$ cat src/hw/rtl/sbb_pkg.sv
// shared types, constants and rounding helpers of the separable binomial blur
// no dependencies
package sbb_pkg;

  localparam int MAX_ROW_BYTES_DEF = 4096;
  localparam int ROW_W             = 13;
  localparam int QUEUE_DEPTH       = 4;
  localparam int FILL_DEPTH        = 4;

  // configuration register indexes
  localparam logic [1:0] REG_ROW_BYTES   = 2'd0;
  localparam logic [1:0] REG_ROW_TOTAL   = 2'd1;
  localparam logic [1:0] REG_LAYOUT_MODE = 2'd2;

  // layout codes
  localparam logic [1:0] LAYOUT_PACKED    = 2'd1;
  localparam logic [1:0] LAYOUT_LUMA_ONLY = 2'd2;

  typedef struct packed {
    logic       kind;
    logic [7:0] pixel_in;
  } in_word_t;

  typedef struct packed {
    logic [7:0] pixel_out;
    logic       row_end;
    logic       frame_end;
  } out_word_t;

  typedef enum logic [1:0] {
    OP_FILL,
    OP_HORIZ,
    OP_FLUSH
  } op_t;

  typedef enum logic [1:0] {
    DIST_1,
    DIST_2,
    DIST_4
  } dist_t;

  // one command from the front to the back
  typedef struct packed {
    op_t        op;
    logic [7:0] pix;
    dist_t      dsel;
    logic       has_l;
    logic       has_r;
    logic       pass;
    logic       first_row;
    logic       two_tap;
    logic       single_row;
    logic       row_end;
    logic       frame_end;
    logic       restart;
  } cmd_t;

  function automatic logic [7:0] pair(input logic [7:0] a, input logic [7:0] b);
    logic [8:0] s;
    s = {1'b0, a} + {1'b0, b} + 9'd1;
    return s[8:1];
  endfunction

  function automatic logic [7:0] triple(input logic [7:0] a, input logic [7:0] b,
                                        input logic [7:0] c);
    logic [9:0] s;
    s = {2'b00, a} + {1'b0, b, 1'b0} + {2'b00, c} + 10'd2;
    return s[9:2];
  endfunction

endpackage

$ cat src/hw/rtl/sbb_queue.sv
// short command queue between front and back
// depends on sbb_pkg
module sbb_queue #(
  parameter int DW = 8
) (
  input  logic          clk,
  input  logic          rst_n,
  input  logic          push,
  input  logic [DW-1:0] push_data,
  input  logic          pop,
  output logic          q_valid,
  output logic [DW-1:0] q_data,
  output logic          full
);

  localparam int DEPTH = sbb_pkg::QUEUE_DEPTH;
  localparam int PW    = $clog2(DEPTH);

  logic [DW-1:0] slot_r [DEPTH];
  logic [PW-1:0] wr_ptr_r, wr_ptr_nxt;
  logic [PW-1:0] rd_ptr_r, rd_ptr_nxt;
  logic [PW:0]   count_r, count_nxt;
  logic          do_push, do_pop;

  assign full    = count_r == (PW+1)'(DEPTH);
  assign q_valid = count_r != '0;
  assign q_data  = slot_r[rd_ptr_r];
  assign do_push = push && !full;
  assign do_pop  = pop && q_valid;

  // pointer and fill bookkeeping
  always_comb begin
    wr_ptr_nxt = wr_ptr_r;
    rd_ptr_nxt = rd_ptr_r;
    count_nxt  = count_r;
    if (do_push) begin
      wr_ptr_nxt = (wr_ptr_r == PW'(DEPTH - 1)) ? '0 : wr_ptr_r + PW'(1);
    end
    if (do_pop) begin
      rd_ptr_nxt = (rd_ptr_r == PW'(DEPTH - 1)) ? '0 : rd_ptr_r + PW'(1);
    end
    if (do_push && !do_pop) begin
      count_nxt = count_r + (PW+1)'(1);
    end else if (do_pop && !do_push) begin
      count_nxt = count_r - (PW+1)'(1);
    end
  end

  always_ff @(posedge clk) begin
    if (!rst_n) begin
      wr_ptr_r <= '0;
      rd_ptr_r <= '0;
      count_r  <= '0;
    end else begin
      wr_ptr_r <= wr_ptr_nxt;
      rd_ptr_r <= rd_ptr_nxt;
      count_r  <= count_nxt;
    end
  end

  always_ff @(posedge clk) begin
    if (do_push) begin
      slot_r[wr_ptr_r] <= push_data;
    end
  end

endmodule

$ cat config.mk
export PLATFORM = sky130hd
export DESIGN_NAME = sbb_queue
export DESIGN_NICKNAME = d
export VERILOG_FILES = /design/src/hw/rtl/sbb_pkg.sv /design/src/hw/rtl/sbb_queue.sv
export SDC_FILE = /design/constraint.sdc
export NUM_CORES = 1
export LEC_CHECK = 0
export ABC_AREA = 1
export BUFFER_PORTS_ARGS = -buffer_cell sky130_fd_sc_hd__buf_4
export CAP_MARGIN = 20
export CORE_MARGIN = 2
export CORE_UTILIZATION = 45
export DETAILED_ROUTE_END_ITERATION = 6
export GPL_ROUTABILITY_DRIVEN = 0
export PLACE_DENSITY = 0.66
export SYNTH_ARGS = -nofsm -noshare
export SYNTH_HDL_FRONTEND = slang
export SYNTH_SLANG_ARGS = --single-unit
$ cat constraint.sdc
create_clock -name clk -period 3.4 [get_ports clk]
set_input_delay 0.68 -clock clk [delete_from_list [all_inputs] [get_ports clk]]
set_output_delay 0.68 -clock clk [all_outputs]
set_load 0.005 [all_outputs]
# After elaboration in Yosys (flattened, before gate mapping)
# Memories as Yosys holds them, arrays and structs flattened. A register that Yosys moved wholly into a read port is not among the register bits.
# Cells that the tools add are included.
classes:
  n_addsub: 4
  n_eq_ne: 3
  mux: 8
  reduce_logical: 9
op_table:
  columns: ["operator", "n"]
  rows:
  - ["2-bit two-way mux", 4]
  - ["3-bit two-way mux", 2]
  - ["2-bit by 1-bit adder with 2-bit output, second input constant", 2]
  - ["2-bit equality test, second input constant", 2]
  - ["1-bit logical AND", 4]
  - ["3-bit by 1-bit adder with 3-bit output, second input constant", 1]
  - ["3-bit equality test, second input constant", 1]
  - ["1-bit zero test", 3]
  - ["3-bit nonzero test", 1]
  - ["3-bit by 1-bit subtractor with 3-bit output, second input constant", 1]
  - ["1-bit two-way mux", 2]
  - ["2-bit nonzero test", 1]
word_totals:
  ff_bits: 7
  ram_bits: 32
  inputBits: 12
  output_inout_bits: 10
  wordCells: 28
  n_memories: 1
memory_table:
  columns: ["name", "depth", "word_bits", "read_ports", "rd_ports_with_merged_regs", "wr", "line_no", "source"]
  rows:
  - ["slot_r", 4, 8, 1, 1, 1, "sbb_queue.sv:19", "logic [DW-1:0] slot_r [DEPTH];"]

# Logic depth before layout (Yosys ltp)
depth:
  word_depth: 7
  mapped_depth: 13
  mapped_depth_nobuf: 13

# Worst setup path before layout
# OpenSTA, ideal clock, no wires.
synth_timing:
  kind: "input to register"
  start: "input push"
  end: "register count_r[1]"
  setup_time_ps: 116
  arrival_time_ps: 1683
  required_time_ps: 3284
  path_slack_ps: 1602
  cell_stages: 7
  n_path_buf: 0
  path_cell_list: "nand2_2 > inv_1 > ha_1 > inv_1 > fa_1 > o21ai_0 > nor2_1"
synth_via:
  word_cells_on_any_way: 6
  cone_classes: "1 x mux; 5 x reduce/logical"
synth_rtl:
  columns: ["element", "line_no", "source"]
  rows:
  - ["start, declared", "sbb_queue.sv:8", "input logic push,"]
  - ["1-bit logical AND", "sbb_queue.sv:28", "assign do_push = push && !full;"]
  - ["named net do_push", "sbb_queue.sv:23", "logic do_push, do_pop;"]
  - ["1-bit logical AND", "sbb_queue.sv:42", "if (do_push && !do_pop) begin"]
  - ["3-bit two-way mux", "sbb_queue.sv:42", null]
  - ["named net count_nxt[1]", "sbb_queue.sv:22", "logic [PW:0] count_r, count_nxt;"]
  - ["end signal, assigned", "sbb_queue.sv:57", "count_r <= count_nxt;"]
  - ["end, declared", "sbb_queue.sv:22", null]
# The timed path passes the listed nets, and every way through them passes these cells.
# A chain may end at the register's enable or synchronous reset.

==> results.sh <==
export IMPL_critPathRequiredTime_ns=2.72
export IMPL_status="complete, no violations"
export IMPL_multi_input_area_um2=457.9
export IMPL_dp_cells=214
export IMPL_syn_area_mm2=0.001689
export IMPL_crit_arrival_ns=1.73
export IMPL_power_leakage_nw=0.7827
export IMPL_yosys_warnings=0
export IMPL_rr_endpoint="count_r[1]"
export IMPL_wl_per_cell_um=12.99
export IMPL_ys_flop_type="edfxtp_1"
export IMPL_die_area_mm2=0.004260
export IMPL_yosysUniqueCellTypes=18
export IMPL_numCtsBuffers=5
export IMPL_finalCritPeriodShare_pct=70.94
export IMPL_core_area_mm2=0.003633
export IMPL_grt_pass1_vias=1065
export IMPL_drt_initial_drc_count=82
export IMPL_post_route_util_pct=53.96
export IMPL_rr_startpoint="count_r[1]"
export IMPL_synth_edf_count=32
export IMPL_dr_pass1_iters=4
export IMPL_critPathMaxFanout=17
export IMPL_grt_start_max_net_pins=18
export IMPL_die_y_um=65.27
export IMPL_cts_setup_buffers=0
export IMPL_post_route_drc_count=0
export IMPL_rows=22
export IMPL_die_w_um=65.27
export IMPL_clkSlewWorstSetupHoldPaths_ns=0.07
export IMPL_yosys_top_cells_area="edfxtp_1 57%, dfxtp_1 11%, nor2_1 7.3%, ha_1 4.4%, o21ai_0 4.1%"
export IMPL_drive_above_1_share_pct=17.92
export IMPL_fmax_ghz=0.4146
export IMPL_p_total_w=0.001430
export IMPL_root_buffer="clkbuf_8"
export IMPL_cts_hold_buf=0
export IMPL_antenna_found_initial=0
export IMPL_num_antenna_cells=0
export IMPL_synth_seq_cells=41
export IMPL_rrSetupSlack_ns=1.51
export IMPL_clkLatencyLatePin_ns=0.28
export IMPL_hpwl_um=2017
export IMPL_synthToLayoutAreaGrowth_pct=16.07
export IMPL_cap_violations=0
export IMPL_grt_overflow_total=0
export IMPL_postSynthAreaPerCell_um2=11.49
export IMPL_min_to="count_r[0]"
export IMPL_vdd_drop_max_v=0.0003266
export IMPL_synth_top_cell_area_share_pct=56.89
export IMPL_fin_cells=221
export IMPL_ys_async_sr_fraction_pct=0
export IMPL_cts_num_sinks=41
export IMPL_io_pins=22
export IMPL_endpoint_kind="output pin"
export IMPL_port_buffers=21
export IMPL_path_class="reg2out"
export IMPL_final_nets=192
export IMPL_finClkSkew_ns=0.005314
export IMPL_rsz0062_at_grt="no"
export IMPL_grt_pass1_wl_um=4857
export IMPL_viasPerCell=4.882
export IMPL_clock_path_buffers=2
export IMPL_period_minus_slack_ns=2.412
export IMPL_synth_top_area_cell="edfxtp_1"
export IMPL_hold_violations=0
export IMPL_syn_nets=166
export IMPL_ys_seq_area_share_pct=67.56
export IMPL_seqCellArea_mm2=0.001141
export IMPL_ant_nets=0
export IMPL_max_slew_margin_pct=46.11
export IMPL_min_path_type="reg2reg"
export IMPL_start_kind="flip-flop"
export IMPL_syn_inst=147
export IMPL_tightest_slew_ns=0.8054
export IMPL_fin_tns_setup_ns=0
export IMPL_tritoncts="done"
export IMPL_dr_total_vias=1079
export IMPL_track_usage_pct=15.76
export IMPL_fillers=334
export IMPL_cts_htree_levels=2
export IMPL_start_util_pct=46.49
export IMPL_detail_route_wirelength_um=2870
export IMPL_slew_viol_final=0
export IMPL_power_density_mw_per_mm2=729.6
export IMPL_holdPathStages=2
export IMPL_r2r_cells=9
export IMPL_setup_viol=0
export IMPL_post_cts_resized=0
export IMPL_hp_start="count_r[0]"
[layer usage]
| layer | global-route usage (%) | routed length (um) | up-vias |
|---|---|---|---|
| li1 | - | - | 549 |
| met1 | 18.90 | 1251 | 505 |
| met2 | 26.66 | 1469 | 18 |
| met3 | 4.110 | 97 | 7 |
| met4 | 7.031 | 52 | 0 |
| met5 | 0 | 0 | - |
[worst max-delay path by stage]
| stage | from | endpoint | slack [ns] | depth (start not counted) |
|---|---|---|---|---|
| after global routing | flip-flop | q_data[0] | 0.80 | 4 |
| after floorplan | push | count_r[1] | 1.60 | 7 |
| after CTS | flip-flop | q_data[2] | 0.98 | 4 |
| after detailed placement | flip-flop | q_data[2] | 1.29 | 4 |
| final | flip-flop | q_data[3] | 0.99 | 4 |
| after global placement | flip-flop | q_data[2] | 1.38 | 4 |
[placed cells by master, fill, tap and decap left out, types with 2 or more instances in the layout]
cell / instances
nor2_1: 33
edfxtp_1: 32
buf_4: 21
inv_1: 17
nand2_1: 14
o21ai_0: 14
dfxtp_1: 9
o22ai_1: 8
ha_1: 6
clkbuf_8: 5
o21ai_2: 3
a21oi_1: 2
[report_power, final]
| group | switching [W] | internal (W) | leakage (nW) |
|---|---|---|---|
| Combinational | 0.000252 | 0.000205 | 0.376 |
| Clock | 0.000145 | 0.000138 | 0.0387 |
| Sequential | 0.0000664 | 0.000624 | 0.368 |
[flip-flops by register name, indices dropped and copies added (netlist names), named ones only]
signal,cells
slot_r,32
count_r,3
rd_ptr_r,2
wr_ptr_r,2
[per-stage QoR]
step	hold WS (ns)	area [um^2]	worst slack, ns
4_1_cts	0.5226	1961	0.9798
6_report	0.5197	1961	0.9879
5_1_grt	0.5532	1961	0.7997
3_3_place_gp	0.4928	1884	1.381
3_5_place_dp	0.5116	1884	1.294
2_1_floorplan	0.4801	1689	1.602
[worst max-delay path: stages, from the launching register on]
cell	delay (ns)
dfxtp_1	0.71
inv_2	0.27
o21ai_0	0.22
o22ai_1	0.11
buf_4	0.14
[cells by family after synthesis]
group,share of synthesized area [%]
buffers and inverters,5.333
AO/OA/AOI/OAI,9.556
flip-flops,67.56
adder cells (fa/ha/maj),5.630
AND/OR/NAND/NOR,11.93
[cells in the mapped netlist, types with 2 or more instances]
library cell  count
edfxtp_1         32
inv_1            17
buf_6             2
nor2_1           33
dfxtp_1           9
nand2_1          14
o21ai_2           3
a21oi_1           2
ha_1              6
o21ai_0          14
o22ai_1           8
[layout make-up]
cell class              instances  area share [%]
clock inverters                 1          0.1914
multi-input cells              86           23.36
repair buffers                 21           8.041
clock buffers                   6           3.701
inverters                      18           3.446
well taps                      48           3.063
flip-flops and latches         41           58.20
No activity file was read; power rests on OpenSTA's default activity.
