**src/hw/rtl/sbb_pkg.sv**
```systemverilog
// shared types, constants and rounding helpers of the separable binomial blur
// no dependencies
package sbb_pkg;

  localparam int MAX_ROW_BYTES_DEF = 4096;
  localparam int ROW_W             = 13;
  localparam int QUEUE_DEPTH       = 4;
  localparam int FILL_DEPTH        = 4;

  // configuration register indexes
  localparam logic [1:0] REG_ROW_BYTES   = 2'd0;
  localparam logic [1:0] REG_ROW_TOTAL   = 2'd1;
  localparam logic [1:0] REG_LAYOUT_MODE = 2'd2;

  // layout codes
  localparam logic [1:0] LAYOUT_PACKED    = 2'd1;
  localparam logic [1:0] LAYOUT_LUMA_ONLY = 2'd2;

  typedef struct packed {
    logic       kind;
    logic [7:0] pixel_in;
  } in_word_t;

  typedef struct packed {
    logic [7:0] pixel_out;
    logic       row_end;
    logic       frame_end;
  } out_word_t;

  typedef enum logic [1:0] {
    OP_FILL,
    OP_HORIZ,
    OP_FLUSH
  } op_t;

  typedef enum logic [1:0] {
    DIST_1,
    DIST_2,
    DIST_4
  } dist_t;

  // one command from the front to the back
  typedef struct packed {
    op_t        op;
    logic [7:0] pix;
    dist_t      dsel;
    logic       has_l;
    logic       has_r;
    logic       pass;
    logic       first_row;
    logic       two_tap;
    logic       single_row;
    logic       row_end;
    logic       frame_end;
    logic       restart;
  } cmd_t;

  function automatic logic [7:0] pair(input logic [7:0] a, input logic [7:0] b);
    logic [8:0] s;
    s = {1'b0, a} + {1'b0, b} + 9'd1;
    return s[8:1];
  endfunction

  function automatic logic [7:0] triple(input logic [7:0] a, input logic [7:0] b,
                                        input logic [7:0] c);
    logic [9:0] s;
    s = {2'b00, a} + {1'b0, b, 1'b0} + {2'b00, c} + 10'd2;
    return s[9:2];
  endfunction

endpackage

```
**src/hw/rtl/sbb_front.sv**
```systemverilog
// front end: configuration registers, stream position tracking, command issue
// depends on sbb_pkg
module sbb_front #(
  parameter int MAX_ROW_BYTES = sbb_pkg::MAX_ROW_BYTES_DEF,
  parameter int AW            = $clog2(MAX_ROW_BYTES)
) (
  input  logic                   clk,
  input  logic                   rst_n,
  input  logic                   in_valid,
  input  logic                   in_stall,
  input  sbb_pkg::in_word_t      in_data,
  input  logic                   cfg_valid,
  input  logic                   cfg_ready,
  input  logic [1:0]             cfg_index,
  input  logic [sbb_pkg::ROW_W-1:0] cfg_data,
  output logic                   push,
  output sbb_pkg::cmd_t          cmd,
  output logic [AW-1:0]          cmd_col,
  output logic                   win_clear
);

  localparam int CW = $clog2(MAX_ROW_BYTES + 1);
  localparam int RW = sbb_pkg::ROW_W;

  logic [RW-1:0] row_bytes_r, row_bytes_nxt;
  logic [RW-1:0] row_total_r, row_total_nxt;
  logic [1:0]    layout_r, layout_nxt;
  logic [CW-1:0] in_col_r, in_col_nxt;
  logic [RW-1:0] in_row_r, in_row_nxt;
  logic [CW-1:0] hc_col_r, hc_col_nxt;
  logic [RW-1:0] hc_row_r, hc_row_nxt;
  logic [CW-1:0] out_col_r, out_col_nxt;
  logic [2:0]    fill_r, fill_nxt;

  logic [CW-1:0] w;
  logic [RW-1:0] r;
  logic          accept, cfg_wr;
  logic          pix_ok, drain_shift, drain_flush, do_shift, filling, compute;
  logic          flush_last;
  logic [2:0]    dval;
  logic [CW:0]   reach;
  logic [CW-1:0] hc_col_inc, in_col_inc, out_col_inc;

  // effective geometry
  always_comb begin
    if (row_bytes_r == '0) begin
      w = CW'(1);
    end else if (32'(row_bytes_r) > MAX_ROW_BYTES) begin
      w = CW'(MAX_ROW_BYTES);
    end else begin
      w = CW'(row_bytes_r);
    end
    r = (row_total_r == '0) ? RW'(1) : row_total_r;
  end

  // classify the item
  assign accept      = in_valid && !in_stall;
  assign cfg_wr      = cfg_valid && cfg_ready && (cfg_index == sbb_pkg::REG_ROW_BYTES ||
                       cfg_index == sbb_pkg::REG_ROW_TOTAL ||
                       cfg_index == sbb_pkg::REG_LAYOUT_MODE);
  assign pix_ok      = !in_data.kind && (in_row_r < r);
  assign drain_shift = in_data.kind && (in_row_r >= r) && (hc_row_r < r);
  assign drain_flush = in_data.kind && (in_row_r >= r) && (hc_row_r >= r) && (out_col_r < w);
  assign do_shift    = pix_ok || drain_shift;
  assign filling     = fill_r != 3'(sbb_pkg::FILL_DEPTH);
  assign compute     = do_shift && !filling && (hc_row_r < r);
  assign flush_last  = out_col_r == (w - CW'(1));
  assign hc_col_inc  = hc_col_r + CW'(1);
  assign in_col_inc  = in_col_r + CW'(1);
  assign out_col_inc = out_col_r + CW'(1);
  assign win_clear   = cfg_wr;

  // neighbour distance and edge flags for the horizontal stage, and the fill, horizontal or flush command
  always_comb begin
    cmd = '0;
    cmd_col = '0;
    cmd.pix = in_data.kind ? 8'd0 : in_data.pixel_in;
    if (layout_r == sbb_pkg::LAYOUT_PACKED) begin
      cmd.dsel = hc_col_r[0] ? sbb_pkg::DIST_4 : sbb_pkg::DIST_2;
      dval     = hc_col_r[0] ? 3'd4 : 3'd2;
    end else if (layout_r == sbb_pkg::LAYOUT_LUMA_ONLY) begin
      cmd.dsel = sbb_pkg::DIST_2;
      dval     = 3'd2;
    end else begin
      cmd.dsel = sbb_pkg::DIST_1;
      dval     = 3'd1;
    end
    reach = {1'b0, hc_col_r} + (CW+1)'(dval);
    if (drain_flush) begin
      cmd.op         = sbb_pkg::OP_FLUSH;
      cmd_col        = out_col_r[AW-1:0];
      cmd.pass       = (layout_r == sbb_pkg::LAYOUT_LUMA_ONLY) && out_col_r[0];
      cmd.single_row = r < RW'(2);
      cmd.row_end    = flush_last;
      cmd.frame_end  = flush_last;
      cmd.restart    = flush_last;
    end else if (compute) begin
      cmd.op        = sbb_pkg::OP_HORIZ;
      cmd_col       = hc_col_r[AW-1:0];
      cmd.has_l     = hc_col_r >= CW'(dval);
      cmd.has_r     = reach < {1'b0, w};
      cmd.pass      = (layout_r == sbb_pkg::LAYOUT_LUMA_ONLY) && hc_col_r[0];
      cmd.first_row = hc_row_r == '0;
      cmd.two_tap   = hc_row_r == RW'(1);
      cmd.row_end   = hc_col_r == (w - CW'(1));
    end else begin
      cmd.op = sbb_pkg::OP_FILL;
    end
  end

  assign push = accept && !cfg_wr && (do_shift || drain_flush);

  // configuration writes and position update
  always_comb begin
    row_bytes_nxt = row_bytes_r;
    row_total_nxt = row_total_r;
    layout_nxt    = layout_r;
    in_col_nxt    = in_col_r;
    in_row_nxt    = in_row_r;
    hc_col_nxt    = hc_col_r;
    hc_row_nxt    = hc_row_r;
    out_col_nxt   = out_col_r;
    fill_nxt      = fill_r;
    if (cfg_wr) begin
      unique case (cfg_index)
        sbb_pkg::REG_ROW_BYTES: row_bytes_nxt = cfg_data;
        sbb_pkg::REG_ROW_TOTAL: row_total_nxt = cfg_data;
        default:                layout_nxt    = cfg_data[1:0];
      endcase
      in_col_nxt  = '0;
      in_row_nxt  = '0;
      hc_col_nxt  = '0;
      hc_row_nxt  = '0;
      out_col_nxt = '0;
      fill_nxt    = '0;
    end else if (accept) begin
      if (pix_ok) begin
        if (in_col_inc >= w) begin
          in_col_nxt = '0;
          in_row_nxt = in_row_r + RW'(1);
        end else begin
          in_col_nxt = in_col_inc;
        end
      end
      if (do_shift && filling) begin
        fill_nxt = fill_r + 3'd1;
      end
      if (compute) begin
        if (hc_row_r != '0) begin
          out_col_nxt = (hc_col_inc >= w) ? '0 : hc_col_inc;
        end
        if (hc_col_inc >= w) begin
          hc_col_nxt = '0;
          hc_row_nxt = hc_row_r + RW'(1);
        end else begin
          hc_col_nxt = hc_col_inc;
        end
      end
      if (drain_flush) begin
        out_col_nxt = out_col_inc;
        if (flush_last) begin
          in_col_nxt  = '0;
          in_row_nxt  = '0;
          hc_col_nxt  = '0;
          hc_row_nxt  = '0;
          out_col_nxt = '0;
          fill_nxt    = '0;
        end
      end
    end
  end

  always_ff @(posedge clk) begin
    if (!rst_n) begin
      row_bytes_r <= RW'(720);
      row_total_r <= RW'(480);
      layout_r    <= '0;
      in_col_r    <= '0;
      in_row_r    <= '0;
      hc_col_r    <= '0;
      hc_row_r    <= '0;
      out_col_r   <= '0;
      fill_r      <= '0;
    end else begin
      row_bytes_r <= row_bytes_nxt;
      row_total_r <= row_total_nxt;
      layout_r    <= layout_nxt;
      in_col_r    <= in_col_nxt;
      in_row_r    <= in_row_nxt;
      hc_col_r    <= hc_col_nxt;
      hc_row_r    <= hc_row_nxt;
      out_col_r   <= out_col_nxt;
      fill_r      <= fill_nxt;
    end
  end

  // horizontal stage never runs ahead of the raw input
  a_hc_behind: assert property (@(posedge clk) disable iff (!rst_n) hc_row_r <= in_row_r)
    else $error("horizontal stage ahead of input");
  a_fill_bound: assert property (@(posedge clk) disable iff (!rst_n)
    fill_r <= 3'(sbb_pkg::FILL_DEPTH))
    else $error("fill count overrun");
  a_hc_col: assert property (@(posedge clk) disable iff (!rst_n) hc_col_r < w)
    else $error("horizontal column out of row");
  a_out_col: assert property (@(posedge clk) disable iff (!rst_n) out_col_r < w)
    else $error("output column out of row");
  a_push: assert property (@(posedge clk) disable iff (!rst_n) push |-> !in_stall)
    else $error("push into full queue");

endmodule

```
**config.mk**
```make
export PLATFORM = sky130hd
export DESIGN_NAME = sbb_front
export DESIGN_NICKNAME = d
export VERILOG_FILES = /design/src/hw/rtl/sbb_pkg.sv /design/src/hw/rtl/sbb_front.sv
export SDC_FILE = /design/constraint.sdc
export NUM_CORES = 1
export LEC_CHECK = 0
export ABC_AREA = 0
export BUFFER_PORTS_ARGS = -buffer_cell sky130_fd_sc_hd__buf_2
export CORE_MARGIN = 2
export CORE_UTILIZATION = 30
export CTS_BUF_LIST = sky130_fd_sc_hd__clkbuf_4
export DETAILED_ROUTE_END_ITERATION = 8
export PLACE_DENSITY = 0.54
export SYNTH_ARGS = -nofsm -noshare
export SYNTH_HDL_FRONTEND = slang
export SYNTH_SLANG_ARGS = --single-unit
```
**constraint.sdc**
```tcl
create_clock -name clk -period 5.7 [get_ports clk]
set_input_delay 0.285 -clock clk [delete_from_list [all_inputs] [get_ports clk]]
set_output_delay 0.285 -clock clk [all_outputs]
set_load 0.01 [all_outputs]
```
-- Word-level counts from Yosys, hierarchy flattened
Index checks and enable logic that the tools add are counted.
- latch bits: 0
- RAM bits: 0
- output and inout port bits: 35
- logic and storage cells: 119
- memories kept: 0
- flip-flop bits (word level): 96
- ROM bits: 0
- bitwise gates (word level): 2
- eq/ne operators: 8
- $add $sub $neg: 8
- order comparisons: 11
- div/mod/pow operators: 0
- shift operators: 0
- multipliers: 0
- mux-type cells: 45
- reductions and logical operators: 36
- operators with widths (kind ; count):
    $mux W13 ; 23
    $add A13 B1 Y13 const B ; 5
    $ge A13 B13 Y1 ; 4
    $logic_not A13 Y1 ; 3
    $lt A13 B13 Y1 ; 3
    $eq A13 B13 Y1 ; 2
    $mux W12 ; 2
    $logic_and A1 B1 Y1 ; 15
    $mux W3 ; 5
    $add A13 B3 Y14 ; 1
    $lt A14 B13 Y1 ; 1
    $mux W2 ; 7
    $eq A13 B1 Y1 const B ; 1
    $ge A13 B3 Y1 ; 1
    $gt A13 B13 Y1 const B ; 1
    $lt A13 B2 Y1 const B ; 1
    $reduce_bool A13 Y1 ; 1
    $sub A13 B1 Y13 const B ; 1
    $mux W8 ; 1
    $mux W1 ; 6
    $reduce_and A2 Y1 ; 3
    $mux W5 ; 1
    $eq A2 B1 Y1 const B ; 2
    $eq A2 B2 Y1 const B ; 2
    other kinds (9) ; 18

-- Logic depth before layout (Yosys ltp)
Gate-level depths: netlist of run 1.
- word-level depth: 11
- depth in mapped cells: 19
- mapped depth without buffers: 15

-- Least setup slack after synthesis of run 1
No wires, ideal clock.
- kind: register to output
- from: register row_bytes_r[12]
- to: output cmd[1] (netlist bit)
- cell stages (with the launch flop): 18
- path buffers: 7
- data required time: 5.415 ns
- data arrival time: 4.342 ns
- path slack: 1.073 ns
- cells stage by stage: dfxtp_1 clkbuf_1 clkbuf_1 buf_1 inv_1 clkbuf_1 nand2_1 ha_1 buf_1 clkbuf_1 nor2_1 a22oi_1 nand3_1 nor3_1 nand4_1 or4_1 nor4_1 buf_4
- RTL lines (item ; line ; RTL):
    start: declaration ; sbb_front.sv:25 ; logic [RW-1:0] row_bytes_r, row_bytes_nxt;
    start signal: assignment ; sbb_front.sv:185 ; row_bytes_r <= row_bytes_nxt;
    end: declaration ; sbb_front.sv:17 ; output sbb_pkg::cmd_t cmd,

-- Worst setup path in the final report of run 1
- from: register row_bytes_r[4]
- to: output cmd_col[7]
- cells in the longest elaborated chain, start to end: 6
- elaborated cells on any way between the ends: 7
- ends and longest elaborated chain (item ; line ; RTL):
    $gt A13 B13 Y1 ; sbb_front.sv:48 ; end else if (32'(row_bytes_r) > MAX_ROW_BYTES) begin
    $mux W13 ; sbb_front.sv:48 ;
    $mux W13 (*) ; sbb_front.sv:46 ; if (row_bytes_r == '0) begin
    $lt A13 B13 Y1 (*) ; sbb_front.sv:63 ; assign drain_flush = in_data.kind && (in_row_r >= r) && (hc_row_r >= r) && (out_col_r < w);
    $logic_and A1 B1 Y1 (*) ; sbb_front.sv:63 ;
    $mux W12 (*) ; sbb_front.sv:89 ; if (drain_flush) begin
    end: declaration ; sbb_front.sv:18 ; output logic [AW-1:0] cmd_col,
Mark *: on every way between the ends. The rest lies on a longest branch, timed or not.

==> run metrics, run 1 <==
Top FF cell, synth=dfxtp_1; H-tree lvl count=3; FF+latch area=slightly below 2000 um^2; switching power=approximately 0.38 mW; post-DR wirelength/cell=18.21 um; vias=between 8,000 and 9,000; share of cells above drive strength 1=9.792%; post-synthesis async set-or-reset flop share=0%; All-Layer GR Usage=19.26%; Worst-Margin Slew=1.014 ns; HP Class=in2reg; Starting Density=30.44%; first-iteration detailed-routing DRC count=800; Worst VDD drop=0.09183 mV; vias in the first global route=7,754; main area contributors after synthesis=dfxtp_1 23%, ha_1 14%, nand2_1 5.7%, a21oi_1 3.7%, nor2_1 3.5%; Post-Syn Nets=between 1,000 and 1,500; CTS Root Buffer Type=clkbuf_4; critical path type=reg2out; Fill cells=2,938; Reg power frac=about 57%; crit-path cells=nor4_2, nand3_1, nor2_1, o21ai_0, ha_1, a211oi_1, nand2_1, o221ai_1, and3_1, o211ai_1, clkinv_1, buf_4, nor2_1, buf_4, inv_1, o21ai_0, buf_2; sequential share of the synthesized area=between 20% and 30%; Die W=171.7 um; relative slew slack=between 30% and 40%; minimum hold slack=0.02861 ns; largest net degree at the start of global routing=43; Post-CTS Setup Bufs=0; fin crit share=94.56%; skew final=between 0.02 and 0.03 ns; post-CTS sizing=0; Crit-path slowest cell=nor4_2; detailed-route DRC error count=0; cell area after placement=9099 um^2; crit-path max FO=17; Max-cap violations=0; Slew Viols, Final=0; Num CTS Buffers=9; first-pass GRT wire length=44,080 um; row count=61; Synth top area share=between 20% and 30%; Design Power=1.212 mW; Post-Syn Area=8433 um^2; Setup-failing EPs final=0; RSZ-0062 raised after global routing=false; Critical Path AT=between 5 and 6 ns; Layout Nets=roughly 1,300; Sw Ratio=between 30% and 40%; Routed Antenna Nets=0; Gate Count Post-Synth=roughly 1,100; GRT overflow=0; CTS tree=built; final hold vios=0; max incr delay on CP=between 0.8 and 0.9 ns; DRT Wirelength=27,930 um; DP HPWL=21,350 um; CTS max path bufs=2; CP Capture Type=output port; port buffer count=64; Clk Latency, worst-skew pair=0.50 ns; Seq cells post-synth=96; outcome=completed; syn_area_per_cell=7.563 um^2; initial antenna violation count=1; synth unique cells=72; Placed Cells=approximately 1,500; GPL Wtd Cong=~0.93; Final Critical Period=5.390 ns; clk sinks=96; Critical Path RT=5.41 ns; Pleak=about 3.8 nW; number of enable flip-flop cells after synthesis=0; Vias/cell=5.439; First-pass DRT Iterations=5; CP startpoint kind=flip-flop; crit-path leading delay family=simple AND/OR/NAND/NOR gates; FMAX=185.5 MHz; Setup TNS=0 ns; CTS clk-pin slew, worst paths=0.18 ns; yosys warns=0; Internal=around 0.83 mW; final non-filler cell total=approximately 1,500; Core ar.=between 20,000 and 30,000 um^2; Multi-input gate area=6065 um^2; Area Overhead vs Synth=10.12%; P per Cell Area=130.5 nW/um^2; CP Buf/Inv Count=5; Comb pwr share=12.7%; die area=29,470 um^2; most area-hungry cell type in the Yosys netlist=dfxtp_1; I/O pins=65; Design Area, Final=9286 um^2; chip height=171.7 um; Clk pwr share=a little under a third
tightest hold or removal path, stage by stage:
cell     delay, ns
buf_2         0.11
nand2_1       0.05
nand3_1       0.07
per-stage QoR:
step                utilization (%)  setup WS (ns)
global placement              32.84         0.7747
floorplan                         -          1.073
detailed placement            32.84         0.6341
finish                        33.52         0.3103
CTS                           33.46         0.3955
global route                  33.52       0.004943
logic make-up (layout without fill, tap and decap cells):
family / after synthesis / count (layout) / synth area share (%)
AO/OA/AOI/OAI: 273 / 273 / 22.26
AND/OR/NAND/NOR: 465 / 465 / 28.04
buffers and inverters: 116 / 155 / 5.297
other: 0 / 2 / 0
XOR/XNOR: 64 / 64 / 6.647
flip-flops: 96 / 96 / 22.79
multiplexers: 4 / 4 / 0.4896
adder cells (fa/ha/maj): 97 / 97 / 14.48
power by group through the flow:
stage	Clock (mW)	Combinational, mW	Sequential (mW)
floorplan	0	0.0992	0.695
global placement	0	0.150	0.699
detailed placement	0	0.150	0.699
CTS	0.388	0.153	0.686
global route	0.413	0.171	0.687
finish	0.372	0.154	0.686
area by class of cell:
type,instances,share of cell area [%]
Clock buffer,9,0.7276
Timing Repair Buffer,84,5.201
Antenna cell,2,0.05389
Inverter,55,2.223
Clock inverter,7,0.7006
Sequential cell,96,20.70
Multi-Input combinational cell,903,65.31
Tap cell,378,5.093
synth_stat cells, types with 25 or more instances:
library cell  number
nand4_1           25
nand2_1          128
ha_1              96
nand3_1           53
inv_1             54
dfxtp_1           96
a21oi_1           62
clkbuf_1          48
nand2b_1          30
nor2_1            78
o21ai_0           51
nor2b_1           25
xor2_1            32
xnor2_1           32
layout by cell type (no fill, tap or decap), types with 18 or more instances in the layout:
cell      synthesis  routed
nor2b_1          25      25
ha_1             96      96
a21boi_0         23      23
nor2_1           78      78
inv_1            54      54
nand3_1          53      53
nand2_1         128     128
nand4_1          25      25
xnor2_1          32      32
nor4_1           24      24
buf_2             3      64
o21ai_0          51      51
and3_1           18      18
xor2_1           32      32
dfxtp_1          96      96
a21oi_1          62      62
nand2b_1         30      30
nor3_1           21      21
path summary, 6_finish.rpt:
check	slack, ns	endpoint	cells after the start	startpoint
max	0.31	cmd_col[7]	17	row_bytes_r[4]
min	0.03	row_bytes_r[7]	3	cfg_data[7]
max reg2reg	0.49	in_row_r[12]	13	row_bytes_r[4]
min reg2reg	0.48	row_total_r[0]	2	row_total_r[0]
per-layer routing:
layer  track usage (%)  vias up  routed length, um
met3             3.037       51               1615
li1                  -     4124                  -
met5                 0        -                  0
met2             30.43      285              12340
met1             26.36     3883              13070
met4             7.001        0                908
repair_timing:
action,CTS,global route
hold endpoints to repair,5,1
hold buffers,4,1
endpoints found under the setup margin,0,0
flip-flops by register name, indices dropped and copies added, names as in the netlist:
| name | cells |
|---|---|
| in_col_r | 13 |
| row_bytes_r | 13 |
| hc_row_r | 13 |
| fill_r | 3 |
| hc_col_r | 13 |
| row_total_r | 13 |
| layout_r | 2 |
| in_row_r | 13 |
| out_col_r | 13 |
(Power assumes the default switching activity.)
==> run 2: changes to the inputs <==
- MAX_ROUTING_LAYER: not set -> met4
==> run metrics, run 2 (synthesized netlist as in run 1, its figures left out) <==
Critical Path RT=5.41 ns (about the same); row count=61 (unchanged); post-DR wirelength/cell=18.79 um (was 18.21 um); Final Critical Period=5.213 ns (was 5.390 ns); largest net degree at the start of global routing=36 (was 43); detailed-route DRC error count=0 (unchanged); share of cells above drive strength 1=9.826% (was 9.792%); Setup TNS=0 ns (unchanged); Reg2Reg Depth=13 (unchanged); HP Class=in2reg (unchanged); Routed Antenna Nets=0 (unchanged); hold-fix buffers at CTS=0 (was 4); Layout Nets=1,272 (was 1,276); Comb pwr share=11.3% (was 12.7%); chip height=171.7 um (unchanged); Clk pwr share=37.0% (was 30.7%); Die W=171.7 um (unchanged); GPL Wtd Cong=0.9635 (was 0.9308); First-pass DRT Iterations=6 (was 5); clk sinks=96 (unchanged); Area Overhead vs Synth=10.33% (was 10.12%); CP Capture Type=output port (unchanged); Starting Density=30.44% (unchanged); port buffer count=64 (unchanged); Pleak=3.797 nW (was 3.786 nW); DRT Wirelength=28,730 um (was 27,930 um); Max-cap violations=0 (unchanged); most common cell after layout, fill and taps aside=nand2_1 (unchanged); die area=29,470 um^2 (unchanged); Core ar.=27,710 um^2 (unchanged); Internal=0.9552 mW (was 0.8328 mW); met3 routed WL=1611 um (was 1615 um); met2 wire length=12,990 um (was 12,340 um); CTS tree=built (unchanged); CP startpoint kind=flip-flop (unchanged); outcome=completed (unchanged); Design Power=1.330 mW (was 1.212 mW); crit-path cells=nor3_1, a41oi_1, nor2_1, inv_1, ha_1, nand2b_1, o31ai_1, nand3_1, nor3_1, nand4_1, or4_1, nor4_1, a31o_2, buf_2 (was nor4_2, nand3_1, nor2_1, o21ai_0, ha_1, a211oi_1, nand2_1, o221ai_1, and3_1, o211ai_1, clkinv_1, buf_4, nor2_1, buf_4, inv_1, o21ai_0, buf_2); vias in the first global route=7,885 (was 7,754); Sw Ratio=28.21% (was 31.28%); I/O pins=65 (unchanged); Vias/cell=5.445 (was 5.439); vias=8,326 (was 8,343); H-tree lvl count=3 (unchanged); switching power=0.3753 mW (was 0.3791 mW); critical path type=reg2out (unchanged); CTS Root Buffer Type=clkbuf_4 (unchanged); CTS max path bufs=2 (unchanged); Worst-Margin Slew=0.9941 ns (was 1.014 ns); final hold vios=0 (unchanged); GRT overflow=0 (unchanged); Num CTS Buffers=9 (unchanged); Crit-path slowest cell=dfxtp_1 (was nor4_2); FMAX=191.8 MHz (was 185.5 MHz); first-pass GRT wire length=45,280 um (was 44,080 um); initial antenna violation count=1 (unchanged); Critical Path AT=4.93 ns (was 5.10 ns); Reg power frac=51.7% (was 56.6%); highest-count cells in the layout ignoring fill and taps=128 x nand2_1, 96 x ha_1, 96 x dfxtp_1, 78 x nor2_1, 64 x buf_2 (unchanged); Top cell by count, worst path=nor3_1; Setup-failing EPs final=0 (unchanged); Clk Latency, worst-skew pair=0.49 ns (was 0.50 ns); first-iteration detailed-routing DRC count=656 (was 800); WHS Path Cells=3 (unchanged); skew final=0.01879 ns (was 0.02506 ns); RSZ-0062 raised after global routing=false (unchanged); P per Cell Area=143.0 nW/um^2 (was 130.5 nW/um^2); DP HPWL=21,900 um (was 21,350 um); Slew Viols, Final=0 (unchanged); fin util=33.58% (was 33.52%); relative slew slack=33.12% (was 31.65%); top sig layer=met4 (unchanged); CTS clk-pin slew, worst paths=0.16 ns (was 0.18 ns); All-Layer GR Usage=20.51% (was 19.26%); crit-path max FO=16 (was 17); max incr delay on CP=0.79 ns (was 0.83 ns); Metal-1 WL=13,200 um (was 13,070 um); Worst VDD drop=0.09226 mV (was 0.09183 mV); fin crit share=91.45% (was 94.56%)
run 2: path summary, 6_finish.rpt:
kind                                startpoint  slack (ns)             end
worst max-delay path            row_bytes_r[9]        0.49          cmd[2]
worst min register to register  row_total_r[0]        0.48  row_total_r[0]
worst max register to register  row_bytes_r[4]        0.68     hc_col_r[4]
worst min-delay path               cfg_data[7]        0.03  row_bytes_r[7]
run 2: cell type report:
cell class | instances | area, um^2
multi-input combinational | 903 | 6073
sequential | 96 | 1922
inverter | 55 | 206.4
timing repair buffer | 80 | 440.4
tap | 378 | 473.0
clock buffer | 9 | 67.56
fill | 2956 | 18400
antenna | 1 | 2.502
clock inverter | 7 | 118.9
run 2: power groups by stage:
stage | logic, mW | registers (mW) | clock network (mW)
floorplan | 0.0992 | 0.695 | 0
global placement | 0.149 | 0.701 | 0
detailed placement | 0.150 | 0.701 | 0
CTS | 0.150 | 0.687 | 0.501
global route | 0.167 | 0.688 | 0.526
finish | 0.151 | 0.687 | 0.492
run 2: worst max-delay path, delay by kind of cell (launching register included):
| family | cells | cell delay (ns) |
|---|---|---|
| buffers and inverters | 2 | 0.19 |
| adders and majority gates | 1 | 0.46 |
| DFF | 1 | 0.79 |
| and+or+nand+nor | 8 | 2.17 |
| AOI/OAI and AO/OA | 3 | 0.83 |
run 2: what timing repair did:
item                       in CTS  in global routing
resized for setup               0                  2
setup endpoints to repair       0                  7
setup buffers                   0                  0
run 2: stage by stage:
step | area, um^2 | std cells | hold WS, ns | setup slack [ns]
floorplan | 8433 | 1115 | 0.4090 | 1.073
global placement | 9106 | 1512 | 0.4552 | 0.6257
detailed placement | 9106 | 1512 | 0.4653 | 0.5165
CTS | 9293 | 1528 | 0.01577 | 0.2792
global route | 9304 | 1529 | 0.02006 | 0.1410
finish | 9304 | 1529 | 0.03442 | 0.4871
run 2: routing by layer:
metal  GRT usage [%]  vias to the layer above
met1           26.44                     3889
met5               -                        -
met3           3.267                       50
met4           7.148                        0
met2           32.51                      272
li1                -                     4115
